**src/hdl/hang_agc_gain_controller_top_assert.svh**
```systemverilog
// assertion macros for the hang agc gain controller
`ifndef HANG_AGC_GAIN_CONTROLLER_TOP_ASSERT_SVH
`define HANG_AGC_GAIN_CONTROLLER_TOP_ASSERT_SVH

// same-cycle implication, checked out of reset
`define HAGC_ASSERT_NOW(label, clk, rst_n, ante, cons, msg) \
	label: assert property (@(posedge clk) disable iff (!rst_n) (ante) |-> (cons)) \
		else $error(msg);

// next-cycle implication, checked out of reset
`define HAGC_ASSERT_NEXT(label, clk, rst_n, ante, cons, msg) \
	label: assert property (@(posedge clk) disable iff (!rst_n) (ante) |=> (cons)) \
		else $error(msg);

`endif

```
**src/hdl/hagc_pkg.sv**
```systemverilog
// types, codes and constants of the hang agc gain controller
`timescale 1ns / 1ps
`default_nettype none

package hagc_pkg;

	typedef enum logic [2:0] {
		OP_TICK     = 3'd0,
		OP_SLOW     = 3'd1,
		OP_FAST     = 3'd2,
		OP_MANUAL   = 3'd3,
		OP_SET_SLOW = 3'd4,
		OP_SET_FAST = 3'd5
	} op_t;

	typedef enum logic [1:0] {
		REG_SET_POINT = 2'd0,
		REG_ATTACK    = 2'd1,
		REG_RECOVERY  = 2'd2
	} reg_index_t;

	typedef struct packed {
		logic [2:0]  operation;
		logic [11:0] adc_sample;
		logic [4:0]  argument;
	} in_item_t;

	typedef struct packed {
		logic [11:0] dac_level;
		logic        dac_write;
		logic [7:0]  meter_reading;
		logic        manual_active;
	} out_item_t;

	localparam int CFG_DATA_W = 12;

	localparam logic [11:0] LEVEL_MIN = 12'd1600;
	localparam logic [11:0] LEVEL_MAX = 12'd3200;

	localparam logic signed [12:0] ERR_RISE  = 13'sd2;
	localparam logic signed [12:0] ERR_LARGE = -13'sd100;
	localparam logic signed [12:0] ERR_SMALL = -13'sd20;

	localparam logic [11:0] RESET_SET_POINT = 12'd1800;
	localparam logic [7:0]  RESET_ATTACK    = 8'd10;
	localparam logic [7:0]  RESET_RECOVERY  = 8'd1;
	localparam logic [10:0] RESET_HANG      = 11'd2000;
	localparam logic [6:0]  RESET_FAST_HANG = 7'd100;

	localparam int MANUAL_STEPS = 19;
	localparam logic [4:0] MANUAL_LAST = 5'(MANUAL_STEPS - 1);

	localparam logic [11:0] MANUAL_LEVELS [32] = '{
		12'd1958, 12'd1972, 12'd1988, 12'd2010, 12'd2056, 12'd2115, 12'd2172, 12'd2229,
		12'd2286, 12'd2344, 12'd2413, 12'd2489, 12'd2566, 12'd2649, 12'd2742, 12'd2837,
		12'd2937, 12'd3047, 12'd3166, 12'd3166, 12'd3166, 12'd3166, 12'd3166, 12'd3166,
		12'd3166, 12'd3166, 12'd3166, 12'd3166, 12'd3166, 12'd3166, 12'd3166, 12'd3166
	};

	// manual level lookup, index saturates at the last step
	function automatic logic [11:0] manual_level(input logic [4:0] arg);
		logic [4:0] idx;
		idx = (arg > MANUAL_LAST) ? MANUAL_LAST : arg;
		return MANUAL_LEVELS[idx];
	endfunction

endpackage

`default_nettype wire

```
**src/hdl/hagc_ifs.sv**
```systemverilog
// request and result channels of the hang agc gain controller
`timescale 1ns / 1ps
`default_nettype none

interface hagc_in_if;
	import hagc_pkg::*;
	logic     valid;
	logic     ready;
	in_item_t data;
	modport source(output valid, output data, input ready);
	modport sink(input valid, input data, output ready);
endinterface

interface hagc_out_if;
	import hagc_pkg::*;
	logic      valid;
	logic      ready;
	out_item_t data;
	modport source(output valid, output data, input ready);
	modport sink(input valid, input data, output ready);
endinterface

`default_nettype wire

```
**src/hdl/hang_agc_gain_controller_top.sv**
```systemverilog
// hang agc gain controller: request and result channels, three config registers
//
// item carries one request per accepted transfer: a detector tick or a command
// (slow/fast hang select, manual level, set slow/fast hang time). result carries
// exactly one item per request: dac level, write flag, meter byte, manual flag.
// both channels use valid/ready; a transfer happens when both are high.
// the loop state updates at the edge a request is accepted, and the result is
// written at that edge into the output register, or into the skid register.
// one request per cycle is taken while the skid register is empty; the single
// add, compare and clamp chain on the level register feeds the result regs.
// a two-entry output stage (result register plus skid register) lets a request
// be taken while an earlier result still waits; ready drops only with both full.
// config registers are written with cfg_write/cfg_index/cfg_data; the user must
// write them only while idle, the block does not enforce it. unknown indexes are ignored.
// arst_n clears all loop state to its start values (level 1600, hold 0,
// hang 2000, fast hang 100, auto mode, meter 0) and empties the output stage.
`timescale 1ns / 1ps
`default_nettype none

`include "hang_agc_gain_controller_top_assert.svh"

module hang_agc_gain_controller_top (
	input  wire logic                            clk,
	input  wire logic                            arst_n,
	hagc_in_if.sink                              item,
	hagc_out_if.source                           result,
	input  wire logic                            cfg_write,
	input  wire logic [1:0]                      cfg_index,
	input  wire logic [hagc_pkg::CFG_DATA_W-1:0] cfg_data
);
	import hagc_pkg::*;

	logic [11:0] set_point_q;
	logic [7:0]  attack_q;
	logic [7:0]  recovery_q;

	logic [11:0] level_q, level_d;
	logic [10:0] hold_q, hold_d;
	logic [10:0] hang_q, hang_d;
	logic [10:0] slow_q, slow_d;
	logic [6:0]  fast_q, fast_d;
	logic        manual_q, manual_d;
	logic [7:0]  meter_q, meter_d;
	logic        wrote;

	logic             out_valid_q;
	out_item_t        out_data_q;
	logic             skid_valid_q;
	out_item_t        skid_data_q;
	out_item_t        new_result;
	logic             accept;
	logic             drain;

	op_t               op;
	logic signed [12:0] err;
	logic [12:0]        rise_sum;
	logic [10:0]        attack6;
	logic [11:0]        meter_diff;

	// level minus amount, floored at the minimum level
	function automatic logic [11:0] floor_sub(input logic [11:0] lvl, input logic [10:0] amt);
		logic [12:0] diff;
		diff = {1'b0, lvl} - {2'b00, amt};
		if (diff[12] || (diff[11:0] < LEVEL_MIN)) begin
			return LEVEL_MIN;
		end
		return diff[11:0];
	endfunction

	assign item.ready = !skid_valid_q;
	assign accept     = item.valid && item.ready;
	assign drain      = !out_valid_q || result.ready;

	assign result.valid = out_valid_q;
	assign result.data  = out_data_q;

	assign op       = op_t'(item.data.operation);
	assign err      = $signed({1'b0, set_point_q}) - $signed({1'b0, item.data.adc_sample});
	assign rise_sum = {1'b0, level_q} + {5'b00000, recovery_q};
	assign attack6  = {1'b0, attack_q, 2'b00} + {2'b00, attack_q, 1'b0};

	always_comb begin
		level_d    = level_q;
		hold_d     = hold_q;
		hang_d     = hang_q;
		slow_d     = slow_q;
		fast_d     = fast_q;
		manual_d   = manual_q;
		meter_d    = meter_q;
		wrote      = 1'b0;
		meter_diff = 12'd0;
		unique case (op)
			OP_TICK: begin
				if (!manual_q) begin
					if (hold_q == 11'd0) begin
						if (err > ERR_RISE) begin
							level_d = (rise_sum > {1'b0, LEVEL_MAX}) ? LEVEL_MAX : rise_sum[11:0];
							wrote   = 1'b1;
						end
					end else begin
						hold_d = hold_q - 11'd1;
					end
					// a large error applies the big fall and then the small one
					if (err < ERR_LARGE) begin
						level_d = floor_sub(level_d, attack6);
						hold_d  = hang_q;
						wrote   = 1'b1;
					end
					if (err < ERR_SMALL) begin
						level_d = floor_sub(level_d, {3'b000, attack_q});
						hold_d  = hang_q;
						wrote   = 1'b1;
					end
					meter_diff = level_d - LEVEL_MIN;
					meter_d    = meter_diff[10:3];
				end
			end
			OP_SLOW: begin
				manual_d = 1'b0;
				hang_d   = slow_q;
			end
			OP_FAST: begin
				manual_d = 1'b0;
				hang_d   = {4'b0000, fast_q};
			end
			OP_MANUAL: begin
				manual_d = 1'b1;
				level_d  = manual_level(item.data.argument);
				wrote    = 1'b1;
			end
			OP_SET_SLOW: begin
				slow_d = {6'b000000, item.data.argument};
			end
			OP_SET_FAST: begin
				fast_d = {2'b00, item.data.argument};
			end
			default: begin
			end
		endcase
	end

	assign new_result = '{
		dac_level:     level_d,
		dac_write:     wrote,
		meter_reading: meter_d,
		manual_active: manual_d
	};

	always_ff @(posedge clk or negedge arst_n) begin
		if (!arst_n) begin
			set_point_q <= RESET_SET_POINT;
			attack_q    <= RESET_ATTACK;
			recovery_q  <= RESET_RECOVERY;
		end else if (cfg_write) begin
			unique case (reg_index_t'(cfg_index))
				REG_SET_POINT: set_point_q <= cfg_data[11:0];
				REG_ATTACK:    attack_q    <= cfg_data[7:0];
				REG_RECOVERY:  recovery_q  <= cfg_data[7:0];
				default: begin
				end
			endcase
		end
	end

	always_ff @(posedge clk or negedge arst_n) begin
		if (!arst_n) begin
			level_q  <= LEVEL_MIN;
			hold_q   <= 11'd0;
			hang_q   <= RESET_HANG;
			slow_q   <= RESET_HANG;
			fast_q   <= RESET_FAST_HANG;
			manual_q <= 1'b0;
			meter_q  <= 8'd0;
		end else if (accept) begin
			level_q  <= level_d;
			hold_q   <= hold_d;
			hang_q   <= hang_d;
			slow_q   <= slow_d;
			fast_q   <= fast_d;
			manual_q <= manual_d;
			meter_q  <= meter_d;
		end
	end

	// output register with a skid entry behind it
	always_ff @(posedge clk or negedge arst_n) begin
		if (!arst_n) begin
			out_valid_q  <= 1'b0;
			skid_valid_q <= 1'b0;
		end else if (drain) begin
			if (skid_valid_q) begin
				out_valid_q  <= 1'b1;
				skid_valid_q <= 1'b0;
			end else begin
				out_valid_q <= accept;
			end
		end else if (accept) begin
			skid_valid_q <= 1'b1;
		end
	end

	always_ff @(posedge clk) begin
		if (drain) begin
			if (skid_valid_q) begin
				out_data_q <= skid_data_q;
			end else if (accept) begin
				out_data_q <= new_result;
			end
		end else if (accept) begin
			skid_data_q <= new_result;
		end
	end

	`HAGC_ASSERT_NOW(a_skid_behind_out, clk, arst_n, skid_valid_q, out_valid_q,
		"skid entry held while output register empty")
	`HAGC_ASSERT_NOW(a_level_range, clk, arst_n, 1'b1,
		(level_q >= LEVEL_MIN) && (level_q <= LEVEL_MAX), "gain level out of range")
	`HAGC_ASSERT_NEXT(a_manual_tick_hold, clk, arst_n, accept && (op == OP_TICK) && manual_q,
		$stable(level_q) && $stable(meter_q) && $stable(hold_q),
		"tick in manual mode changed loop state")

endmodule

`default_nettype wire
```
**src/flat_wrapper.sv**
```systemverilog
// flat-port wrapper written by rule: the top's interface ports become plain ports
module hang_agc_gain_controller_top_flat import hagc_pkg::*;
  (clk, arst_n, cfg_write, cfg_index, cfg_data, item_valid, item_data, item_ready, result_valid, result_data, result_ready);
  hagc_in_if item_i ();
  hagc_out_if result_i ();
  input  wire logic clk;
  input  wire logic arst_n;
  input  wire logic cfg_write;
  input  wire logic [1:0] cfg_index;
  input  wire logic [hagc_pkg::CFG_DATA_W-1:0] cfg_data;
  input wire logic [$bits(item_i.valid)-1:0] item_valid;
  input wire logic [$bits(item_i.data)-1:0] item_data;
  output wire logic [$bits(item_i.ready)-1:0] item_ready;
  output wire logic [$bits(result_i.valid)-1:0] result_valid;
  output wire logic [$bits(result_i.data)-1:0] result_data;
  input wire logic [$bits(result_i.ready)-1:0] result_ready;
  assign item_i.valid = item_valid;
  assign item_i.data = item_data;
  assign item_ready = item_i.ready;
  assign result_valid = result_i.valid;
  assign result_data = result_i.data;
  assign result_i.ready = result_ready;
  hang_agc_gain_controller_top u_core (.clk(clk), .arst_n(arst_n), .item(item_i), .result(result_i), .cfg_write(cfg_write), .cfg_index(cfg_index), .cfg_data(cfg_data));
endmodule
```
**config.mk**
```make
export PLATFORM = sky130hd
export DESIGN_NAME = hang_agc_gain_controller_top_flat
export DESIGN_NICKNAME = d
export VERILOG_FILES = /design/src/hdl/hagc_pkg.sv /design/src/hdl/hagc_ifs.sv /design/src/hdl/hang_agc_gain_controller_top.sv /design/src/flat_wrapper.sv
export VERILOG_INCLUDE_DIRS = /design/src /design/src/hdl
export SDC_FILE = /design/constraint.sdc
export NUM_CORES = 1
export LEC_CHECK = 0
export ABC_AREA = 0
export BUFFER_PORTS_ARGS = -buffer_cell sky130_fd_sc_hd__buf_4
export CAP_MARGIN = 40
export CORE_MARGIN = 5
export CORE_UTILIZATION = 40
export CTS_CLUSTER_DIAMETER = 200
export DETAILED_ROUTE_END_ITERATION = 8
export PLACE_DENSITY = 0.54
export SLEW_MARGIN = 40
export SYNTH_ARGS = -nofsm -noshare
export SYNTH_HDL_FRONTEND = slang
export SYNTH_SLANG_ARGS = --single-unit
```
**constraint.sdc**
```tcl
create_clock -name clk -period 14 [get_ports clk]
set_input_delay 0.7 -clock clk [delete_from_list [all_inputs] [get_ports clk]]
set_output_delay 0.7 -clock clk [all_outputs]
set_load 0.01 [all_outputs]
```
# Word-level counts from Yosys, hierarchy flattened
# Memory sizes are Yosys's and may differ from the RTL's.
# Index checks and enable logic that the tools add are counted.
# totals
reg_bits	134
mem_bits_ro	384
input_bits	39
output_inout_bits	24
elab_cells	115
n_memories	1
# op_classes
addsub	7
n_lt_le_gt_ge	8
eq_ne	8
mux	46
bitwise_logic	3
reduce_logical	22
# memory_table
name	depth	width	rd	rd_ports_with_merged_regs	wr	line	rtl
(no name shown)	32	12	1	0	0	hagc_pkg.sv:64	return MANUAL_LEVELS[idx];
# ops
cell	n
two-way mux 12 bit	18
two-way mux 22 bit	2
two-way mux 11 bit	3
less-than comparator 12 x 11 -> 1 bit, second input constant	2
case mux 12 bit (2 select lines)	1
case mux 11 bit (2 select lines)	1
two-way mux 1 bit	16
two-way mux 8 bit	2
AND reduction 2 bit	8
adder 12 x 8 -> 13 bit	1
greater-than comparator 13 x 12 -> 1 bit, second input constant	1
greater-than comparator 13 x 3 -> 1 bit, second input constant	1
less-than comparator 13 x 6 -> 1 bit, second input constant	1
less-than comparator 13 x 8 -> 1 bit, second input constant	1
subtractor 12 x 11 -> 13 bit	1
subtractor 12 x 12 -> 13 bit	1
subtractor 12 x 8 -> 13 bit	1
adder 10 x 9 -> 11 bit	1
zero test 11 bit	1
subtractor 11 x 1 -> 11 bit, second input constant	1
subtractor 11 bit, second input constant	1
== test 3 x 2 -> 1 bit, second input constant	2
== test 3 bit, second input constant	2
>= comparator 6 bit, second input constant	1
other kinds (17)	24

# Depth between registers and ports, before layout
# Gate-level depths: netlist (run 1).
# logic_depth
depth_word	34
ltp_mapped	48
depth_no_buf	46

# Least setup slack after synthesis (run 1)
# Ideal clock, no wire load.
# synth_timing
path_kind	in2reg
start	input item_data[5]
end	register u_core.out_data_q, in the netlist u_core.result.data[6] (data pin)
setup_ns	0.260
arrival_time_ns	9.640
t_required_ns	13.740
slack_ns	4.101
path_stages	46
n_path_buf	2
cell_sequence	ha_1 > fa_1 > nand2b_1 > a211oi_2 > o2111ai_1 > a211oi_1 > nor4b_2 > o21ai_1 > and2_1 > clkbuf_1 > a32o_1 > fa_1 > ha_1 > a21oi_1 > o21bai_1 > a21oi_1 > o21bai_1 > a41oi_1 > [10 not listed] > o21ai_0 > nand2b_1 > and2_1 > o21ai_0 > nand2b_1 > a21o_1 > a21o_1 > xor2_1 > or2_2 > o31ai_1 > a21oi_2 > a221oi_4 > o31a_2 > ha_1 > inv_1 > a21oi_1 > o31ai_2 > mux2_2
# synth_via
elab_chain_cells	33
elab_cells_between_ends	35
cone_classes	4 x add/sub; 5 x order compare; 24 x mux; 2 x reduce/logical
# synth_rtl
element	line	rtl
start: declaration	flat_wrapper.sv:12	input wire logic [$bits(item_i.data)-1:0] item_data;
subtractor 12 x 12 -> 13 bit (*)	hang_agc_gain_controller_top.sv:78	assign err = $signed({1'b0, set_point_q}) - $signed({1'b0, item.data.adc_sample});
greater-than comparator 13 x 3 -> 1 bit	hang_agc_gain_controller_top.sv:96	if (err > ERR_RISE) begin
two-way mux 12 bit	hang_agc_gain_controller_top.sv:96	
two-way mux 12 bit	hang_agc_gain_controller_top.sv:95	if (hold_q == 11'd0) begin
two-way mux 12 bit	hang_agc_gain_controller_top.sv:94	if (!manual_q) begin
two-way mux 12 bit	hang_agc_gain_controller_top.sv:92	unique case (op)
subtractor 12 x 11 -> 13 bit	hang_agc_gain_controller_top.sv:63	diff = {1'b0, lvl} - {2'b00, amt};
less-than comparator 12 x 11 -> 1 bit	hang_agc_gain_controller_top.sv:64	if (diff[12] || (diff[11:0] < LEVEL_MIN)) begin
[18 not listed]	n/a	
two-way mux 12 bit (*)	hang_agc_gain_controller_top.sv:94	
two-way mux 12 bit (*)	hang_agc_gain_controller_top.sv:92	
subtractor 11 bit (*)	hang_agc_gain_controller_top.sv:114	meter_diff = level_d - LEVEL_MIN;
two-way mux 8 bit (*)	hang_agc_gain_controller_top.sv:94	
two-way mux 8 bit (*)	hang_agc_gain_controller_top.sv:92	
named net u_core.meter_d[5]	hang_agc_gain_controller_top.sv:43	logic [7:0] meter_q, meter_d;
two-way mux 22 bit (*)	hang_agc_gain_controller_top.sv:206	end else if (accept) begin
two-way mux 22 bit (*)	hang_agc_gain_controller_top.sv:204	if (skid_valid_q) begin
end signal: assignment	hang_agc_gain_controller_top.sv:205	out_data_q <= skid_data_q;
end signal: assignment	hang_agc_gain_controller_top.sv:207	out_data_q <= new_result;
end: declaration	hang_agc_gain_controller_top.sv:47	out_item_t out_data_q;
# Mark *: on every way through the listed nets, which the timed path passes. The rest lies on a longest branch. The select of a mux whose other input is x is not followed.
# A chain may end at the register's enable or synchronous reset.

==> results of run 1 <==
==> final timing paths <==
| path | slack (ns) | endpoint | from |
|---|---|---|---|
| setup reg to reg | 3.16 | u_core.result.data[6]$_DFFE_PP_ | u_core.recovery_q[0]$_DFFE_PN1P_ |
| setup / recovery | 3.16 | u_core.result.data[6]$_DFFE_PP_ | u_core.recovery_q[0]$_DFFE_PN1P_ |
| hold / removal | 0.17 | u_core.set_point_q[0]$_DFFE_PN0P_ | arst_n |
| hold reg to reg | 0.47 | u_core.hang_q[9]$_DFFE_PN1P_ | u_core.hang_q[9]$_DFFE_PN1P_ |
| min in group clk | 0.47 | u_core.hang_q[9]$_DFFE_PN1P_ | u_core.hang_q[9]$_DFFE_PN1P_ |
| max in group asynchronous | 12.97 | u_core.level_q[6]$_DFFE_PN1P_ | arst_n |
==> flip-flops by register name, summed over array words and instances, names as in the netlist <==
signal,flops
u_core.result.data,22
u_core.slow_q,6
u_core.level_q,12
u_core.recovery_q,8
u_core.meter_q,8
u_core.set_point_q,12
u_core.skid_data_q,22
u_core.hang_q,8
u_core.skid_valid_q,1
u_core.fast_q,6
u_core.manual_q,1
u_core.attack_q,8
u_core.hold_q,11
u_core.result.valid,1
==> cell usage in the layout (no fill, tap or decap), types with 5 or more instances in the layout <==
cell type and n:
nand2_1 94, mux2_2 68, buf_4 67, nor2_1 65
dfrtp_1 65, a21oi_1 61, o21ai_0 60, ha_1 48
inv_1 47, edfxtp_1 44, nand2b_1 26, a21o_1 23
a211oi_1 20, xnor2_1 17, clkbuf_16 17, dfstp_2 17
nand3_1 15, nor3_1 15, nor2b_1 14, o31ai_1 10
fa_1 10, xor2_1 9, and2_1 9, o21a_1 8
a31oi_1 8, nand3b_1 8, nand4_1 7, mux2i_1 7
inv_6 7, or3_1 6, o22ai_1 6, or4_1 6
o221ai_1 5, or2_2 5, a22o_1 5
==> kinds of logic after synthesis <==
logic type | Yosys count
buffers and inverters | 89
muxes | 77
DFF | 126
AOI/OAI and AO/OA | 280
and+or+nand+nor | 297
xor gates and xnor gates | 26
adders and majority gates | 58
==> critical path, delay by kind of cell (launching register included) <==
kind / cells / cell delay [ns]
xor gates and xnor gates: 1 / 0.15
adders and majority gates: 6 / 1.78
buffers and inverters: 3 / 0.20
AOI/OAI and AO/OA: 23 / 6.03
muxes: 2 / 0.58
DFF: 1 / 0.54
and+or+nand+nor: 8 / 1.26
==> per-layer routing <==
metal | vias up | global-route usage, % | routed length [µm]
met2 | 119 | 29.1 | 10900
met5 | - | 0 | 0
met1 | 3520 | 25.6 | 11400
met4 | 0 | 6.05 | 480
li1 | 3630 | - | -
met3 | 29 | 3.34 | 667
==> through the flow <==
| stage | area, µm² | hold slack (ns) | power, mW | utilization [%] | cells |
|---|---|---|---|---|---|
| 2_1_floorplan | 9150 | 0.404 | 1.99 | - | 953 |
| 3_3_place_gp | 9860 | 0.463 | 2.39 | 43.7 | 1264 |
| 3_5_place_dp | 9880 | 0.465 | 2.39 | 43.8 | 1264 |
| 4_1_cts | 10500 | 0.157 | 2.87 | 46.4 | 1296 |
| 5_1_grt | 10500 | 0.183 | 3.11 | 46.4 | 1296 |
| 6_report | 10500 | 0.169 | 2.86 | 46.4 | 1296 |
==> report_power, final <==
| group | leakage, nW | switching, mW | total (mW) | internal (mW) |
|---|---|---|---|---|
| sequential | 1.40 | 0.0741 | 0.568 | 0.494 |
| combinational | 2.72 | 1.09 | 1.83 | 0.739 |
| clock | 0.288 | 0.196 | 0.464 | 0.268 |
==> layout make-up <==
cell class	count	area share, %
Clock buffer	17	4.06
Sequential cell	126	32.4
Timing Repair Buffer	68	4.91
Multi-Input combinational cell	738	51.9
Tap cell	285	3.40
Inverter	47	1.68
Clock inverter	15	1.64
==> metrics, run 1 <==
Post-Synth Adder-Cell Area 8.75%; fmax 92.3 MHz; Ports 63; Root Driver clkbuf_16; post-route worst setup slack 3.16 ns; Clk pin slew, worst setup/hold paths 0.07 ns; CP Class reg -> reg; die width 161 µm; CP max FO 12; Pre-antenna DRT Iters 5; simple logic cell fraction of the synthesized area 16.5%; Final Wtd Congestion 0.892; reported max-cap violation count 0; worst slew pin tran 0.838 ns; top cells by area, synth dfrtp_1 18%, edfxtp_1 14%, mux2_2 8.4%; largest family of logic cells by synthesized area compound AO/OA/AOI/OAI gates; syn nets 1050; Routed Wire Length 23.4 mm; gr ovfl total 0; count leader, synth nand2_1; synthesized flop and latch total 126; Data required, critical path 14.19 ns; min-delay worst type in -> async; vias per cell 5.63; residual DRC count 0; Synth async-reset ratio 65.1%; CP startpoint kind register; Slew Viols, Final 0; area leader, netlist dfrtp_1; H-tree depth 4; Yosys top cell area share 17.8%; Syn Inst Count 953; cts hold-fix bufs 0; Final ANT Viol Nets 0; final setup violation count 0; gr usage total 18.4%; total die area 26000 µm²; setup bufs post-CTS 0; FP Rows 55; Longest Clk Path Bufs 2; Mapped Area 9150 µm²; Cell variety after synth 93; first-pass GRT wire length 38.1 mm; RSZ-0062 raised after global routing no; Final Cycle Share 77.4%; vias in the first global route 7102; combined area of the multi-input logic cells 5440 µm²; register area 3390 µm²; P&R area growth vs syn 14.6%; P per Cell Area 273 nW/µm²; Avg Inst Size Synth 9.60 µm²; Critical Path Max Stage Delay 0.60 ns; Setup WS pre-CTS 2.97 ns; worst vdd ir 0.126 mV; post-route minimum period 10.84 ns; initial antenna violation count 0; DP Wirelength 17.7 mm; status finished clean; CTS tree done; Leak 4.41 nW; CTS sink cnt 126; Post-synth top flop dfrtp_1; Synth Area in XOR/XNOR 2.49%; skew final 0.0108 ns; Final Hold Violating Endpoints 0; Worst-Skew Late Latency 0.44 ns; core area 22600 µm²; Reg2Reg Depth 43; vias 7298; Worst slew margin 44.1%; CP max-delay cell a211oi_1; Antenna Cells 0; cts bufs inserted 17; Setup TNS Final 0 ns; largest net degree at the start of global routing 59; post-synthesis mux area share 9.46%; Port-buffer cells 62; share of layout cells above drive strength 1 22.1%; sequential share of the synthesized area 37.1%; fin nets 1095; Worst EP arrival 11.03 ns; Initial Utilization 40.5%; EDFF count, synth 44; fill count 2181; routed length per instance 18.1 µm; drt initial violations 488; cts repair resizes 0; Die Ht 161 µm; Compound-Gate Fraction of Synth Area 21.9%; Post-synth top cells 95 x nand2_1, 68 x mux2_2, 66 x nor2_1, 65 x dfrtp_1, 61 x a21oi_1; Synth Warn # 0; CP Capture Type register
No activity file was read; power rests on OpenSTA's default activity.
==> run 2: changes to the inputs <==
==> constraint.sdc (replaced) <==
create_clock -name clk -period 10.1 [get_ports clk]
set_input_delay 0.505 -clock clk [delete_from_list [all_inputs] [get_ports clk]]
set_output_delay 0.505 -clock clk [all_outputs]
set_load 0.01 [all_outputs]
==> run 2 against run 1 <==
Net effect: via count is 1.3% higher; global-route usage is 0.28 points lower; design area rose by 3.7%; maximum frequency up 13%; total power up 48%; clock power rose by 36%; non-clock buffer count rose by 27; utilization is 1.7 points higher; first-iteration DRC count fell by 18%; sequential power is 39% higher; critical endpoint unchanged; largest cell class unchanged.
==> metrics, run 2 (synthesized netlist as in run 1, its figures left out) <==
cts bufs inserted 17 (unchanged); final setup violation count 0 (unchanged); Final Cycle Share 94.6% (was 77.4%); total die area 26000 µm² (unchanged); Worst-Skew Late Latency 0.42 ns (was 0.44 ns); CTS tree done (unchanged); Final Wtd Congestion 0.870 (was 0.892); Final Hold Violating Endpoints 0 (unchanged); share of layout cells above drive strength 1 26.3% (was 22.1%); Crit path top cell by count inv_1; status finished clean (unchanged); initial antenna violation count 1 (was 0); gr usage total 18.1% (was 18.4%); Routed Wire Length 23.6 mm (was 23.4 mm); routed length per instance 17.8 µm (was 18.1 µm); Worst EP arrival 9.74 ns (was 11.03 ns); vias 7392 (was 7298); post-route worst setup slack 0.543 ns (was 3.16 ns); Die Ht 161 µm (unchanged); worst vdd ir 0.185 mV (was 0.126 mV); Pre-antenna DRT Iters 6 (was 5); Slew Viols, Final 0 (unchanged); reported max-cap violation count 0 (unchanged); Clk pin slew, worst setup/hold paths 0.07 ns (about the same); gr ovfl total 0 (unchanged); Antenna Cells 0 (unchanged); P&R area growth vs syn 18.8% (was 14.6%); CP startpoint kind register (unchanged); worst slew pin tran 0.829 ns (was 0.838 ns); core area 22600 µm² (unchanged); die width 161 µm (unchanged); Data required, critical path 10.28 ns (was 14.19 ns); fmax 105 MHz (was 92.3 MHz); Ports 63 (unchanged); Port-buffer cells 62 (unchanged); min-delay worst type in -> reg (was in -> async); Setup TNS Final 0 ns (unchanged); Critical Path Max Stage Delay 0.54 ns (was 0.60 ns); CP max FO 5 (was 12); residual DRC count 0 (unchanged); skew final 0.00889 ns (was 0.0108 ns); P per Cell Area 390 nW/µm² (was 273 nW/µm²); commonest non-fill, non-tap cell in the layout nand2_1 (unchanged); drt initial violations 399 (was 488); CTS sink cnt 126 (unchanged); vias in the first global route 7202 (was 7102); fin nets 1122 (was 1095); Longest Clk Path Bufs 2 (unchanged); vias per cell 5.59 (was 5.63); CP Capture Type register (unchanged); Initial Utilization 40.5% (unchanged); largest net degree at the start of global routing 59 (unchanged); Leak 4.57 nW (was 4.41 nW); FP Rows 55 (unchanged); first-pass GRT wire length 38.1 mm (about the same); H-tree depth 4 (unchanged); CP max-delay cell or4_1 (was a211oi_1); post-route minimum period 9.56 ns (was 10.84 ns); Setup WS pre-CTS -0.0413 ns (was 2.97 ns); most frequent cells in the layout 94 x nand2_1, 92 x buf_4, 68 x mux2_2 (was 94 x nand2_1, 68 x mux2_2, 67 x buf_4); CP Class reg -> reg (unchanged); Worst slew margin 44.7% (was 44.1%); Root Driver clkbuf_16 (unchanged); Final ANT Viol Nets 0 (unchanged); Final Core Density 48.1% (was 46.4%); DP Wirelength 17.7 mm (about the same)
run 2: changes by cell type in the layout (fill, tap and decap cells not counted), moves of 3 or more:
cell,before,now
buf_4,67,92
inv_8,2,6
a211oi_1,20,17
a21oi_1,61,58
a21oi_2,1,4
ha_1,48,45
run 2: worst max-delay path: cells and delay by family (launching register included):
| family | cells | cell delay (ns) |
|---|---|---|
| adder cells (fa/ha/maj) | 6 | 1.79 |
| XOR/XNOR | 2 | 0.35 |
| buffers and inverters | 5 | 0.45 |
| AND/OR/NAND/NOR | 12 | 2.34 |
| multiplexers | 1 | 0.27 |
| AO/OA/AOI/OAI | 20 | 3.77 |
| flip-flops | 1 | 0.32 |
run 2: layout make-up:
class	count	area [µm²]
Clock buffer	17	425
Clock inverter	15	165
Fill cell	2139	11700
Inverter	47	176
Multi-Input combinational cell	738	5620
Sequential cell	126	3390
Tap cell	285	357
Timing Repair Buffer	95	732
run 2: what timing repair did:
| action | CTS | global route |
|---|---|---|
| buffers inserted | 0 | 7 |
| endpoints found under the hold margin | 20 | 0 |
| hold buffers | 1 | 0 |
| endpoints found under the setup margin | 0 | 50 |
| resized for setup | 0 | 32 |
run 2: worst paths after layout:
kind                                                        start                                end  slack, ns  depth (start not counted)
worst max-delay path            u_core.set_point_q[0]$_DFFE_PN0P_    u_core.result.data[6]$_DFFE_PP_       0.54                         46
worst min-delay path                                  cfg_data[8]  u_core.set_point_q[8]$_DFFE_PN1P_       0.31                          2
worst max register to register  u_core.set_point_q[0]$_DFFE_PN0P_    u_core.result.data[6]$_DFFE_PP_       0.54                         46
worst min register to register       u_core.hang_q[9]$_DFFE_PN1P_       u_core.hang_q[9]$_DFFE_PN1P_       0.47                          2
max in group asynchronous                                  arst_n      u_core.level_q[6]$_DFFE_PN1P_       8.72                          3
min in group asynchronous                                  arst_n  u_core.set_point_q[0]$_DFFE_PN0P_       0.52                          2
run 2: power by group:
group,total [mW],switching [mW],internal [mW]
registers,0.787,0.102,0.685
clock network,0.630,0.277,0.354
logic,2.82,1.61,1.20
run 2: layer usage:
metal  GRT usage [%]  vias up  wire length, µm
met3            2.86       28              792
met1            25.4     3549            11400
met2            29.1      140            11000
li1                -     3673                -
met4            5.23        2              424
met5               0        -               13
run 2: metrics by stage:
step	total power [mW]	hold slack [ns]	instance area [µm²]	cells
after floorplan	2.76	0.209	9150	953
after global placement	3.38	0.431	10000	1283
after detailed placement	3.38	0.430	10000	1283
after CTS	4.03	0.298	10600	1316
after global routing	4.58	0.304	10900	1323
final	4.23	0.315	10900	1323
==> run 3: changes to the inputs <==
--- a/config.mk
+++ b/config.mk
@@ -10,10 +10,10 @@
 export BUFFER_PORTS_ARGS = -buffer_cell sky130_fd_sc_hd__buf_4
 export CAP_MARGIN = 40
 export CORE_MARGIN = 5
-export CORE_UTILIZATION = 40
+export CORE_UTILIZATION = 50
 export CTS_CLUSTER_DIAMETER = 200
 export DETAILED_ROUTE_END_ITERATION = 8
-export PLACE_DENSITY = 0.54
+export PLACE_DENSITY = 0.65
 export SLEW_MARGIN = 40
 export SYNTH_ARGS = -nofsm -noshare
 export SYNTH_HDL_FRONTEND = slang
==> constraint.sdc (replaced) <==
create_clock -name clk -period 10.71 [get_ports clk]
set_input_delay 0 -clock clk [delete_from_list [all_inputs] [get_ports clk]]
set_output_delay 0 -clock clk [all_outputs]
set_load 0.01 [all_outputs]
==> run 3 against run 2 <==
Net effect: flip-flop and latch count unchanged; design area decreased by 0.37%; critical path depth decreased by 4; maximum frequency decreased by 6.1%; clock skew increased by 0.0054 ns.
==> metrics, run 3 (synthesized netlist as in run 1, its figures left out) <==
core area 18000 µm² (was 22600 µm²); register area 3390 µm² (unchanged); Ports 63 (unchanged); P&R area growth vs syn 18.3% (was 18.8%); Root Driver clkbuf_16 (unchanged); cts bufs inserted 17 (unchanged); first-pass GRT wire length 37.5 mm (was 38.1 mm); CP max-delay cell dfstp_2 (was or4_1); post-route worst setup slack 0.530 ns (was 0.543 ns); vias per cell 5.93 (was 5.59); Pre-antenna DRT Iters 5 (was 6); Non-Filler Instances 1274 (was 1323); Crit path top cell by count ha_1 (was inv_1); Worst EP arrival 10.36 ns (was 9.74 ns); Port-buffer cells 62 (unchanged); Antenna Cells 0 (unchanged); status finished clean (unchanged); Slew Viols, Final 0 (unchanged); min-delay worst type in -> reg (unchanged); commonest non-fill, non-tap cell in the layout nand2_1 (unchanged); fmax 98.2 MHz (was 105 MHz); largest net degree at the start of global routing 58 (was 59); reported max-cap violation count 0 (unchanged); Longest Clk Path Bufs 2 (unchanged); placed cell count 1211 (was 1283); vias 7553 (was 7392); gr usage total 21.6% (was 18.1%); Critical Path Max Stage Delay 0.54 ns (about the same); Final Cycle Share 95.1% (was 94.6%); most frequent cells in the layout 94 x nand2_1, 79 x buf_4, 68 x mux2_2 (was 94 x nand2_1, 92 x buf_4, 68 x mux2_2); Final ANT Viol Nets 0 (unchanged); share of layout cells above drive strength 1 23.5% (was 26.3%); Initial Utilization 50.9% (was 40.5%); CP max FO 12 (was 5); die width 145 µm (was 161 µm); CP Capture Type register (unchanged); total die area 21100 µm² (was 26000 µm²); P per Cell Area 361 nW/µm² (was 390 nW/µm²); Worst slew margin 45.9% (was 44.7%); residual DRC count 0 (unchanged); Worst-Skew Late Latency 0.42 ns (about the same); worst vdd ir 0.205 mV (was 0.185 mV); routed length per instance 18.1 µm (was 17.8 µm); gr ovfl total 0 (unchanged); total power draw 3.90 mW (was 4.23 mW); CTS tree done (unchanged); Setup TNS Final 0 ns (unchanged); Final Wtd Congestion 0.890 (was 0.870); hold_ws 0.0212 ns (was 0.315 ns); fin nets 1130 (was 1122); CTS sink cnt 126 (unchanged); vias in the first global route 7334 (was 7202); Data required, critical path 10.89 ns (was 10.28 ns); worst slew pin tran 0.811 ns (was 0.829 ns); RSZ-0062 raised after global routing no; Die Ht 145 µm (was 161 µm); fill count 1506 (was 2139); CP Class reg -> reg (unchanged); Clk pin slew, worst setup/hold paths 0.06 ns (was 0.07 ns); Final Hold Violating Endpoints 0 (unchanged); post-route minimum period 10.18 ns (was 9.56 ns); FP Rows 49 (was 55); final setup violation count 0 (unchanged); DP Wirelength 17.1 mm (was 17.7 mm); CP startpoint kind register (unchanged); initial antenna violation count 0 (was 1); Routed Wire Length 23.1 mm (was 23.6 mm); H-tree depth 4 (unchanged); Setup WS pre-CTS 0.246 ns (was -0.0413 ns); Leak 4.59 nW (was 4.57 nW); combined area of the multi-input logic cells 5520 µm² (was 5620 µm²); drt initial violations 636 (was 399); skew final 0.0143 ns (was 0.00889 ns)
## run 3: timing repair
action,in CTS,in global routing
gates resized for setup,0,16
hold endpoints to repair,62,0
endpoints found under the setup margin,0,47
setup buffers,0,8
hold buffers,23,0
## run 3: path summary, 6_finish.rpt
check / start / endpoint / slack [ns] / depth (start not counted)
max: u_core.recovery_q[0]$_DFFE_PN1P_ / u_core.result.data[6]$_DFFE_PP_ / 0.53 / 42
min reg2reg: u_core.hang_q[9]$_DFFE_PN1P_ / u_core.hang_q[9]$_DFFE_PN1P_ / 0.48 / 2
max in group asynchronous: arst_n / u_core.level_q[9]$_DFFE_PN1P_ / 9.73 / 4
min: item_data[4] / u_core.slow_q[4]$_DFFE_PN1P_ / 0.02 / 2
max reg2reg: u_core.recovery_q[0]$_DFFE_PN1P_ / u_core.result.data[6]$_DFFE_PP_ / 0.53 / 42
min in group asynchronous: arst_n / u_core.set_point_q[1]$_DFFE_PN0P_ / 0.03 / 2
## run 3: cell type report
cell class	instances	area share [%]
clock buffer	17	3.93
clock inverter	14	1.69
inverter	47	1.63
multi-input combinational	738	51.0
sequential	126	31.3
tap	229	2.65
timing repair buffer	103	7.79
## run 3: per-stage QoR
stage	instance area [µm²]	util, %
final	10800	60.3
after global routing	10800	60.3
after CTS	10700	59.4
after detailed placement	9830	54.7
after global placement	9810	54.6
after floorplan	9150	-
## run 3: layer usage
| layer | part of all wire, % | GRT usage [%] | vias up |
|---|---|---|---|
| met5 | 0 | 0 | - |
| met4 | 2.2 | 7.14 | 0 |
| met3 | 5.0 | 4.02 | 35 |
| met2 | 47 | 34.7 | 201 |
| met1 | 46 | 29.7 | 3619 |
| li1 | - | - | 3698 |
## run 3: worst max-delay path: cells and delay by family (launching register included)
family,cells,cell delay [ns]
buf+inv,3,0.31
simple gates,7,1.47
fa+ha+maj,6,1.90
xor+xnor,2,0.31
compound gates,23,5.12
flops,1,0.54
mux,1,0.28
## run 3: where the power goes
group | internal [mW] | leakage, nW | total, mW | switching, mW
clock network | 0.370 | 0.293 | 0.608 | 0.237
registers | 0.646 | 1.40 | 0.742 | 0.0956
logic | 1.07 | 2.90 | 2.55 | 1.48
total | 2.09 | 4.59 | 3.90 | 1.81
